### config.mk
export PLATFORM = sky130hd
export DESIGN_NAME = sorted_unique_priority_queue
export DESIGN_NICKNAME = d
export VERILOG_FILES = /design/src/hdl/suq_pkg.sv /design/src/hdl/suq_cell.sv /design/src/hdl/sorted_unique_priority_queue.sv
export SDC_FILE = /design/constraint.sdc
export NUM_CORES = 2
export LEC_CHECK = 0
export BUFFER_PORTS_ARGS = -buffer_cell sky130_fd_sc_hd__buf_2
export CORE_ASPECT_RATIO = 0.6
export CORE_MARGIN = 3
export CORE_UTILIZATION = 61
export CTS_BUF_LIST = sky130_fd_sc_hd__clkbuf_8
export CTS_CLUSTER_DIAMETER = 50
export CTS_CLUSTER_SIZE = 28
export DETAILED_ROUTE_END_ITERATION = 8
export PLACE_DENSITY_LB_ADDON = 0.12
export REMOVE_ABC_BUFFERS = 1
export SYNTH_ARGS = -nofsm -noshare
export SYNTH_HDL_FRONTEND = slang
export SYNTH_SLANG_ARGS = --single-unit
### constraint.sdc
create_clock -name clk -period 6.76 [get_ports clk]
set_input_delay 1.352 -clock clk [delete_from_list [all_inputs] [get_ports clk]]
set_output_delay 1.352 -clock clk [all_outputs]
set_load 0.1 [all_outputs]
### src/hdl/suq_pkg.sv
// Shared types for the sorted unique priority queue.
`default_nettype none
package suq_pkg;

	typedef enum logic [1:0] {
		OP_ENQ = 2'd0,
		OP_DEQ = 2'd1,
		OP_RNG = 2'd2,
		OP_CLR = 2'd3
	} op_t;

	// Per-cycle command broadcast to every cell of the chain.
	typedef struct packed {
		logic enq;
		logic deq;
		logic rng;
	} cell_cmd_t;

endpackage
`default_nettype wire

### src/hdl/suq_cell.sv
// One cell of the sorted chain: holds one entry, shifts with its neighbors.
`default_nettype none
module suq_cell #(
	parameter int PRIORITY_BITS = 16,
	parameter int PAYLOAD_BITS  = 32
) (
	input  wire                         clk,
	input  suq_pkg::cell_cmd_t          cmd,
	input  wire                         live,
	input  wire                         left_gt,
	input  wire  [PRIORITY_BITS-1:0]    new_prio,
	input  wire  [PAYLOAD_BITS-1:0]     new_pay,
	input  wire  [PRIORITY_BITS-1:0]    range_lo,
	input  wire  [PRIORITY_BITS-1:0]    range_hi,
	input  wire  [PRIORITY_BITS-1:0]    left_prio,
	input  wire  [PAYLOAD_BITS-1:0]     left_pay,
	input  wire  [PRIORITY_BITS-1:0]    right_prio,
	input  wire  [PAYLOAD_BITS-1:0]     right_pay,
	output logic [PRIORITY_BITS-1:0]    slot_prio,
	output logic [PAYLOAD_BITS-1:0]     slot_pay,
	output logic                        gt,
	output logic                        eq,
	output logic                        hit
);
	import suq_pkg::*;

	logic [PRIORITY_BITS-1:0] prio_q;
	logic [PAYLOAD_BITS-1:0]  pay_q;
	logic                     keep_rng;

	assign slot_prio = prio_q;
	assign slot_pay  = pay_q;
	assign gt        = live && (prio_q > new_prio);
	assign eq        = live && (prio_q == new_prio);
	assign hit       = live && (prio_q >= range_lo) && (prio_q <= range_hi);
	assign keep_rng  = live && (prio_q > range_hi);

	always_ff @(posedge clk) begin
		priority if (cmd.enq && !gt) begin
			if (left_gt) begin
				prio_q <= new_prio;
				pay_q  <= new_pay;
			end else begin
				prio_q <= left_prio;
				pay_q  <= left_pay;
			end
		end else if (cmd.deq || (cmd.rng && !keep_rng)) begin
			prio_q <= right_prio;
			pay_q  <= right_pay;
		end else begin
			prio_q <= prio_q;
			pay_q  <= pay_q;
		end
	end

endmodule
`default_nettype wire

### src/hdl/sorted_unique_priority_queue.sv
// Top level: sorted unique priority queue built as a chain of entry cells.
// Flow: a request is registered on acceptance, executed in S_EXEC, then loaded into
//   the result registers once the output side is free (pend_q holds it until then).
// A new request is taken only in S_IDLE; a range removal stays in S_EXEC and shifts
//   the chain one place per cycle while a hit remains. Output register frees the input side.
// Reset: queue empty, no result pending; cell storage is not reset.
`default_nettype none
module sorted_unique_priority_queue #(
	parameter int CAPACITY      = 16,
	parameter int PRIORITY_BITS = 16,
	parameter int PAYLOAD_BITS  = 32,
	localparam int CW = $clog2(CAPACITY + 1)
) (
	input  wire                       clk,
	input  wire                       arst_n,
	input  wire                       in_valid,
	output logic                      in_ready,
	input  wire  [1:0]                operation,
	input  wire  [PRIORITY_BITS-1:0]  item_priority,
	input  wire  [PAYLOAD_BITS-1:0]   item_payload,
	input  wire  [PRIORITY_BITS-1:0]  range_low,
	input  wire  [PRIORITY_BITS-1:0]  range_high,
	output logic                      out_valid,
	input  wire                       out_ready,
	output logic                      accepted,
	output logic                      popped_valid,
	output logic [PAYLOAD_BITS-1:0]   popped_payload,
	output logic [CW-1:0]             removed_count,
	output logic [CW-1:0]             entry_count,
	output logic                      queue_empty,
	output logic [PRIORITY_BITS-1:0]  top_priority,
	output logic [PAYLOAD_BITS-1:0]   top_payload
);
	import suq_pkg::*;

	typedef enum logic {S_IDLE, S_EXEC} state_t;

	state_t                    state_q;
	op_t                       op_q;
	logic [PRIORITY_BITS-1:0]  prio_q, lo_q, hi_q;
	logic [PAYLOAD_BITS-1:0]   pay_q;
	logic [CW-1:0]             occ_q, rem_q;
	logic                      acc_q, pvalid_q, pend_q;
	logic [PAYLOAD_BITS-1:0]   ppay_q;

	logic                      out_valid_q, res_acc_q, res_pvalid_q, res_empty_q;
	logic [PAYLOAD_BITS-1:0]   res_ppay_q, res_tpay_q;
	logic [CW-1:0]             res_rem_q, res_occ_q;
	logic [PRIORITY_BITS-1:0]  res_tprio_q;

	cell_cmd_t                 cmd;
	logic [CAPACITY-1:0]       live, gt, eq, hit;
	logic [PRIORITY_BITS-1:0]  cell_prio [CAPACITY];
	logic [PAYLOAD_BITS-1:0]   cell_pay  [CAPACITY];
	logic                      any_hit, dup, enq_ok, out_free, accept, load_out;

	assign any_hit  = |hit;
	assign dup      = |eq;
	assign enq_ok   = (prio_q != '0) && !dup && (occ_q != CW'(CAPACITY));
	assign out_free = !out_valid_q || out_ready;
	assign in_ready = (state_q == S_IDLE) && (!pend_q || out_free);
	assign accept   = in_valid && in_ready;
	assign load_out = (state_q == S_IDLE) && pend_q && out_free;

	always_comb begin
		cmd = '0;
		if (state_q == S_EXEC) begin
			unique case (op_q)
				OP_ENQ: cmd.enq = enq_ok;
				OP_DEQ: cmd.deq = (occ_q != '0);
				OP_RNG: cmd.rng = any_hit;
				OP_CLR: cmd = '0;
				default: cmd = '0;
			endcase
		end
	end

	for (genvar i = 0; i < CAPACITY; i++) begin : g_cell
		assign live[i] = CW'(i) < occ_q;
		suq_cell #(
			.PRIORITY_BITS(PRIORITY_BITS),
			.PAYLOAD_BITS (PAYLOAD_BITS)
		) u_cell (
			.clk       (clk),
			.cmd       (cmd),
			.live      (live[i]),
			.left_gt   ((i == 0) ? 1'b1 : gt[(i == 0) ? 0 : i - 1]),
			.new_prio  (prio_q),
			.new_pay   (pay_q),
			.range_lo  (lo_q),
			.range_hi  (hi_q),
			.left_prio (cell_prio[(i == 0) ? 0 : i - 1]),
			.left_pay  (cell_pay[(i == 0) ? 0 : i - 1]),
			.right_prio(cell_prio[(i == CAPACITY - 1) ? i : i + 1]),
			.right_pay (cell_pay[(i == CAPACITY - 1) ? i : i + 1]),
			.slot_prio (cell_prio[i]),
			.slot_pay  (cell_pay[i]),
			.gt        (gt[i]),
			.eq        (eq[i]),
			.hit       (hit[i])
		);
	end

	always_ff @(posedge clk) begin
		if (accept) begin
			op_q   <= op_t'(operation);
			prio_q <= item_priority;
			pay_q  <= item_payload;
			lo_q   <= range_low;
			hi_q   <= range_high;
		end
		if (load_out) begin
			res_acc_q    <= acc_q;
			res_pvalid_q <= pvalid_q;
			res_ppay_q   <= ppay_q;
			res_rem_q    <= rem_q;
			res_occ_q    <= occ_q;
			res_empty_q  <= (occ_q == '0);
			res_tprio_q  <= (occ_q == '0) ? '0 : cell_prio[0];
			res_tpay_q   <= (occ_q == '0) ? '0 : cell_pay[0];
		end
	end

	always_ff @(posedge clk or negedge arst_n) begin
		if (!arst_n) begin
			state_q     <= S_IDLE;
			occ_q       <= '0;
			rem_q       <= '0;
			acc_q       <= 1'b0;
			pvalid_q    <= 1'b0;
			ppay_q      <= '0;
			pend_q      <= 1'b0;
			out_valid_q <= 1'b0;
		end else begin
			if (load_out) begin
				out_valid_q <= 1'b1;
			end else if (out_ready) begin
				out_valid_q <= 1'b0;
			end
			unique case (state_q)
				S_IDLE: begin
					if (load_out) begin
						pend_q <= 1'b0;
					end
					if (accept) begin
						state_q  <= S_EXEC;
						rem_q    <= '0;
						acc_q    <= 1'b0;
						pvalid_q <= 1'b0;
						ppay_q   <= '0;
					end
				end
				S_EXEC: begin
					unique case (op_q)
						OP_ENQ: begin
							acc_q   <= enq_ok;
							if (enq_ok) begin
								occ_q <= occ_q + 1'b1;
							end
							state_q <= S_IDLE;
							pend_q  <= 1'b1;
						end
						OP_DEQ: begin
							if (occ_q != '0) begin
								occ_q    <= occ_q - 1'b1;
								pvalid_q <= 1'b1;
								ppay_q   <= cell_pay[0];
							end
							state_q <= S_IDLE;
							pend_q  <= 1'b1;
						end
						OP_RNG: begin
							if (any_hit) begin
								occ_q <= occ_q - 1'b1;
								rem_q <= rem_q + 1'b1;
							end else begin
								state_q <= S_IDLE;
								pend_q  <= 1'b1;
							end
						end
						OP_CLR: begin
							rem_q   <= occ_q;
							occ_q   <= '0;
							state_q <= S_IDLE;
							pend_q  <= 1'b1;
						end
						default: state_q <= S_IDLE;
					endcase
				end
				default: state_q <= S_IDLE;
			endcase
		end
	end

	assign out_valid      = out_valid_q;
	assign accepted       = res_acc_q;
	assign popped_valid   = res_pvalid_q;
	assign popped_payload = res_ppay_q;
	assign removed_count  = res_rem_q;
	assign entry_count    = res_occ_q;
	assign queue_empty    = res_empty_q;
	assign top_priority   = res_tprio_q;
	assign top_payload    = res_tpay_q;

endmodule
`default_nettype wire

; Yosys cells after proc, flatten, opt, wreduce, memory -nomap -nowiden
; Cells that the tools add are included.
[op_classes]
addsub = 3
n_reduce_logical = 195
n_lt_le_gt_ge = 79
muxes = 122
n_eq_ne = 31
bitwise_logic = 1
[ops]
columns = cell, n
row1 = $mux 32, 48
row2 = $mux 16, 45
row3 = $gt 16x16->1, 31
row4 = $eq 16x16->1, 16
row5 = $ge 16x16->1, 16
row6 = $le 16x16->1, 16
row7 = $logic_and 1x1->1, 116
row8 = $pmux 32 s2, 1
row9 = $lt 4x5->1 const A, 8
row10 = $logic_not 1->1, 34
row11 = $reduce_bool 2->1, 16
row12 = $reduce_or 16->1, 2
row13 = $mux 5, 5
row14 = $lt 3x5->1 const A, 4
row15 = $pmux 5 s2, 2
row16 = $pmux 5 s4, 1
row17 = $logic_or 1x1->1, 17
row18 = $reduce_bool 16->1, 1
row19 = $mux 1, 13
row20 = $pmux 1 s2, 6
row21 = $add 5x1->5 const B, 2
row22 = $lt 1x5->1 const A, 2
row23 = $lt 2x5->1 const A, 2
row24 = $ne 2x2->1 const B, 5
row25 = other kinds (16), 22
[word_totals]
word_cells = 484
out_inout_bits = 95
ff_bits = 990
inputBits = 86

; Longest topological paths before layout
[logic_depth]
word_depth = 12
depth_mapped = 16
ltp_nobuf = 12

; Modules after synthesis
; A second synthesis with hierarchy kept.
[hier_totals]
hier_cells = 5770
area_unflattened_um2 = 70212.3
[by_module_without_submodules]
columns = mod, seq_area_each_um2, instances, cells_per_inst, area_per_inst_um2
row1 = suq_cell, 1441.4, 16, 327, 3873.7
row2 = sorted_unique_priority_queue, 6431.2, 1, 538, 8232.9

; Worst setup path after synthesis
; Ideal clock, no wire load.
[synth_timing]
kind = input port to flip-flop
startpoint = input port out_ready
endpoint = register res_acc_q (netlist: accepted), enable pin
setup_ps = 545
stages = 2
setup_slack_ps = 920
n_path_buf = 0
arrival_time_ps = 5295
required_ps = 6215
path_cell_list = nor2b_1 > nor2_1
[synth_via]
elab_chain_cells = 2
[synth_rtl]
columns = element, line_no
row1 = "start, declared", sorted_unique_priority_queue.sv:24  ; input wire out_ready,
row2 = $logic_or 1x1->1, sorted_unique_priority_queue.sv:60  ; assign out_free = !out_valid_q || out_ready;
row3 = $logic_and 1x1->1, sorted_unique_priority_queue.sv:63  ; assign load_out = (state_q == S_IDLE) && pend_q && out_free;
row4 = named net load_out, sorted_unique_priority_queue.sv:55  ; logic any_hit, dup, enq_ok, out_free, accept, load_out;
row5 = "end signal, assigned", sorted_unique_priority_queue.sv:113  ; res_acc_q <= acc_q;
row6 = "end, declared", sorted_unique_priority_queue.sv:46  ; logic out_valid_q, res_acc_q, res_pvalid_q, res_empty_q;
; The timed path passes the listed nets, and every way through them passes these cells.
; A chain may end at the register's enable or synchronous reset.

; Worst setup path after layout
[layout_timing]
startpoint = register prio_q[13]
endpoint = register g_cell[1].u_cell.pay_q[8], enable pin
[layout_via]
elab_chain_cells = 10
word_cells_on_any_way = 44
cone_classes = order compare (1) / eq/ne (16) / mux (2) / reduce/logical (25)
[layout_rtl]
columns = element, line_no
row1 = "start, declared", sorted_unique_priority_queue.sv:40  ; logic [PRIORITY_BITS-1:0] prio_q, lo_q, hi_q;
row2 = "start signal, assigned", sorted_unique_priority_queue.sv:107  ; prio_q <= item_priority;
row3 = $eq 16x16->1, suq_cell.sv:34  ; assign eq = live && (prio_q == new_prio);
row4 = $logic_and 1x1->1, suq_cell.sv:34
row5 = $reduce_or 16->1, sorted_unique_priority_queue.sv:58  ; assign dup = |eq;
row6 = $logic_not 1->1, sorted_unique_priority_queue.sv:59  ; assign enq_ok = (prio_q != '0) && !dup && (occ_q != CW'(CAPACITY));
row7 = $logic_and 1x1->1 (2 in a row), sorted_unique_priority_queue.sv:59
row8 = $mux 1, sorted_unique_priority_queue.sv:68  ; unique case (op_q)
row9 = $mux 3, sorted_unique_priority_queue.sv:67  ; if (state_q == S_EXEC) begin
row10 = $logic_and 1x1->1 (*), suq_cell.sv:39  ; priority if (cmd.enq && !gt) begin
row11 = $reduce_bool 2->1 (no source line) (*), n/a
row12 = "end signal, assigned", suq_cell.sv:42  ; pay_q <= new_pay;
row13 = "end signal, assigned", suq_cell.sv:45  ; pay_q <= left_pay;
row14 = "end signal, assigned", suq_cell.sv:49  ; pay_q <= right_pay;
row15 = "end, declared", suq_cell.sv:28  ; logic [PAYLOAD_BITS-1:0] pay_q;
; Every way passes the cells marked *; elsewhere a longest branch is shown, timed or not.

==> impl_summary.log <==
[metrics] Slew Limit Headroom: -24.6%
[metrics] maximum level of the CTS H-tree: 3
[metrics] part of the total power dissipated in the clock network: 11.2%
[metrics] Register-to-Register Path Depth: 13
[metrics] max-capacitance violation count: 4
[metrics] r2r setup slk: 0.17 ns
[metrics] drt via density: approximately 7.0
[metrics] class of the tightest hold or removal check: flop to flop
[metrics] setup slack after layout: 0.165 ns
[metrics] clock transition time at the flip-flop clock pins of the worst setup and hold paths: approximately 0.15 ns
[metrics] Internal Dissipation: around 17000 uW
[metrics] delay-heaviest family, CP: simple AND/OR/NAND/NOR gates
[metrics] clock root buffer master: sky130_fd_sc_hd__clkbuf_8
[metrics] flip-flop and latch count after synthesis: around 1000
[metrics] top area cells in the synthesized netlist: sky130_fd_sc_hd__edfxtp_1 (45%), sky130_fd_sc_hd__ha_1 (15%), sky130_fd_sc_hd__mux2i_1 (9.9%)
[metrics] crit-path cells: inv_1 > ha_1 > nand4_1 > nor4_1 > and2_1 > a32oi_1 > nand4_1 > nor2_4 > buf_4 > nand2b_4 > inv_1 > a211o_2 > buf_12
[metrics] share of total power in sequential cells: a little under two fifths
[metrics] CTS tree: built
[metrics] global placer's final weighted congestion: 1.11
[metrics] placed cell area: around 0.066 mm^2
[metrics] gr ovfl total: 0
[metrics] drt wl/cell: around 33 um
[metrics] Setup crit start kind: flop
[metrics] largest stage delay on the critical path: 1.31 ns
[metrics] f_max: around 150 MHz
[metrics] final-report max-slew violation count: 9
[metrics] commonest non-fill, non-tap cell in the layout: sky130_fd_sc_hd__edfxtp_1
[metrics] cell leakage power: 0.0282 uW
[metrics] total global routing track utilization: between 40% and 50%
[metrics] startpoint of the worst-slack reg-to-reg timing path: prio_q[13]
[metrics] Pre-antenna DRT Iters: 8
[metrics] area of the die: roughly 0.11 mm^2
[metrics] number of ports placed on the die boundary: between 150 and 200
[metrics] number of clock sinks seen by CTS: between 900 and 1000
[metrics] maximum fanout along the worst path: 48
[metrics] critical path data required time: 7.30 ns
[metrics] Synth async-reset ratio: 4.75%
[metrics] count of final setup violators: 0
[metrics] placement row count: 90
[metrics] Final Instance Count excl. Fillers: 7390
[metrics] pin count of the biggest net entering global routing: a little under 100
[metrics] post-cts sizing count: 0
[metrics] placeable core region: between 0.1 and 0.15 mm^2
[metrics] count of flip-flops with a built-in enable after synthesis: 943
[metrics] wire length after detailed routing: between 200000 and 250000 um
[metrics] transition time at the pin with the least slew margin: between 1.5 and 2 ns
[metrics] detailed-route via count: ~52000
[metrics] Fin. Hold Viols: 0
[metrics] hold buffer count at CTS: 0
[metrics] violated checks: max-capacitance violations, max-slew violations
[metrics] die outline height: roughly 250 um
[metrics] fraction of power spent switching nets: between 50% and 60%
[metrics] Setup CP Type: flop to flop
[metrics] drc violations: 0
[metrics] total of buffers placed on input and output ports: 180
[metrics] Comb power frac: approximately 52%
[metrics] violation count after the first detailed-route iteration: just under 9000
[metrics] commonest cells after routing, fill and taps aside: sky130_fd_sc_hd__edfxtp_1 (943), sky130_fd_sc_hd__nand2_1 (829), sky130_fd_sc_hd__ha_1 (777)
[metrics] worst path arrival time: 7.13 ns
[metrics] Placed Cells incl. Taps: roughly 7200
[metrics] final core utilization: about two thirds
[metrics] synthesized area per cell: around 11 um^2
[metrics] post-route setup TNS: 0 ns
[metrics] fraction of final layout cells sized beyond drive strength 1: 10.4%
[metrics] Starting Density: roughly 62%
[metrics] Synth top area share: between 40 and 50%
[metrics] cell type of the slowest stage on the worst timing path: sky130_fd_sc_hd__nor4_1
[metrics] worst slack at placement: between 1 and 1.5 ns
[metrics] final-stage net count: a little under 7000
[metrics] VDD IR max: roughly 0.00042 V
[metrics] cell count after synthesis: between 5000 and 6000
[metrics] half-perimeter wire length of the detailed placement result: about 180000 um
[metrics] die extent in x: ~420 um
[metrics] final instance area: around 0.07 mm^2
[metrics] area leader, netlist: sky130_fd_sc_hd__edfxtp_1
[metrics] setup repair after global routing missed its margin: false
[metrics] Worst-Skew Late Latency: a little under 0.9 ns
[metrics] end of the worst hold path: popped_payload[16]
[metrics] capture instance of the worst register-to-register path: g_cell[1].u_cell.slot_pay[8]
[metrics] clock buffer count from CTS: 75
[metrics] count of filler cells inserted in the layout: between 7000 and 8000
[metrics] combined buffer and inverter count along the critical path: 4
[metrics] number of global-route vias before repair: between 40000 and 50000
[metrics] HP Start: ppay_q[16]
[metrics] power density over the cells: roughly 510 mW/mm^2
[metrics] distinct cell type count of the synthesized netlist: 81
[metrics] Synth Cell Area: about 0.063 mm^2
[metrics] final period demand of the worst path: 6.59 ns
[metrics] largest clock skew in the final design: 0.0594 ns
[metrics] sequential fraction of the synthesis area: between 40% and 50%
[metrics] synth-to-layout area growth: 8.13%
[metrics] first-pass GRT wire length: roughly 340000 um
[metrics] maximum number of buffers from clock root to sink: 3
[metrics] Setup Fix Bufs, Post-CTS: 0
[metrics] net load switching power: between 15000 and 20000 uW
[metrics] count of antenna-violating nets left after detailed routing: 0
[metrics] Main synth FF type: sky130_fd_sc_hd__edfxtp_1
[metrics] post-route fraction of the period consumed by the critical path: between 90% and 100%
[metrics] result of the run: finished, violations left
[metrics] Critical Path End Type: flop
[metrics] count of cells along the worst hold path: 0
[metrics] Yosys warning count: 0
[metrics] initial antenna violation count: 6
==> cell type report <==
| cell class | count | area (um^2) | area share (%) |
|---|---|---|---|
| well taps | 1380 | 1730 | 2.54 |
| inverters | 99 | 379 | 0.557 |
| flip-flops and latches | 990 | 29500 | 43.3 |
| multi-input cells | 4429 | 32100 | 47.2 |
| clock buffers | 77 | 1060 | 1.56 |
| repair buffers | 346 | 2510 | 3.69 |
| diodes | 7 | 17.5 | 0.0257 |
| clock inverters | 62 | 771 | 1.13 |
==> synthesized netlist by cell type (all sizes together), types with 7 or more instances <==
master and count:
nand2 833, edfxtp 943, mux2 81, inv 98, ha 777, nand3 71, buf 76, and4 15
nor2 237, a21o 77, a221oi 19, a211o 15, o21a 51, or3 7, o211ai 32, o21ai 743
a21oi 413, nor2b 79, mux2i 622, nand2b 30, clkbuf 245, nor3 21, a21boi 7, a31oi 7
and2 12, o31ai 8, a211oi 13, nor4 27, or4 8, dfrtp 47, nand4 125
==> power groups by stage <==
stage	Sequential, uW	Clock (uW)	Combinational (uW)
3_5_place_dp	12700	0	17100
2_1_floorplan	13000	0	10300
6_report	12900	3910	18200
4_1_cts	12600	3910	17200
5_1_grt	12900	4100	19100
3_3_place_gp	12700	0	16700
==> routing by layer <==
metal / global-route usage, % / vias to the layer above / wire [um]
li1: - / 22152 / -
met1: 67.1 / 25111 / 103000
met2: 53.3 / 4353 / 86100
met3: 29.0 / 432 / 50900
met4: 9.78 / 13 / 6340
met5: 4.43 / - / 625
==> through the flow <==
| step | hold WS (ns) | power (uW) |
|---|---|---|
| floorplan | 0.425 | 23400 |
| global placement | 0.429 | 29400 |
| detailed placement | 0.431 | 29800 |
| CTS | 0.432 | 33700 |
| global route | 0.454 | 36100 |
| finish | 0.434 | 35000 |
==> kinds of logic (layout without fill, tap and decap cells) <==
family | Yosys count | after routing | synth area share (%)
and+or+nand+nor | 1486 | 1486 | 10.5
other | 0 | 7 | 0
muxes | 703 | 703 | 11.3
DFF | 990 | 990 | 46.9
AOI/OAI and AO/OA | 1463 | 1463 | 13.1
buffers and inverters | 420 | 584 | 2.75
adders and majority gates | 777 | 777 | 15.4
==> worst max path at each step <==
stage,endpoint,slack (ns),cells after the start,startpoint
4_1_cts,g_cell[1].u_cell.slot_pay[8],0.94,13,prio_q[13]
6_report,g_cell[1].u_cell.slot_pay[8],0.17,13,prio_q[13]
3_3_place_gp,g_cell[1].u_cell.slot_pay[22],1.07,13,prio_q[13]
3_5_place_dp,g_cell[1].u_cell.slot_pay[31],1.02,13,prio_q[13]
5_1_grt,g_cell[1].u_cell.slot_prio[15],0.53,13,prio_q[13]
2_1_floorplan,g_cell[11].u_cell.slot_pay[0],-5.02,8,prio_q[13]
==> flip-flops by register name, summed over array words and instances (netlist names), 2 cells and up <==
name	flops
removed_count	5
top_payload	32
popped_payload	32
lo_q	16
pay_q	32
hi_q	16
occ_q	5
prio_q	16
entry_count	5
op_q	2
g_cell.u_cell.slot_prio	256
g_cell.u_cell.slot_pay	512
top_priority	16
rem_q	5
ppay_q	32
Power figures use the tool's default switching activity.
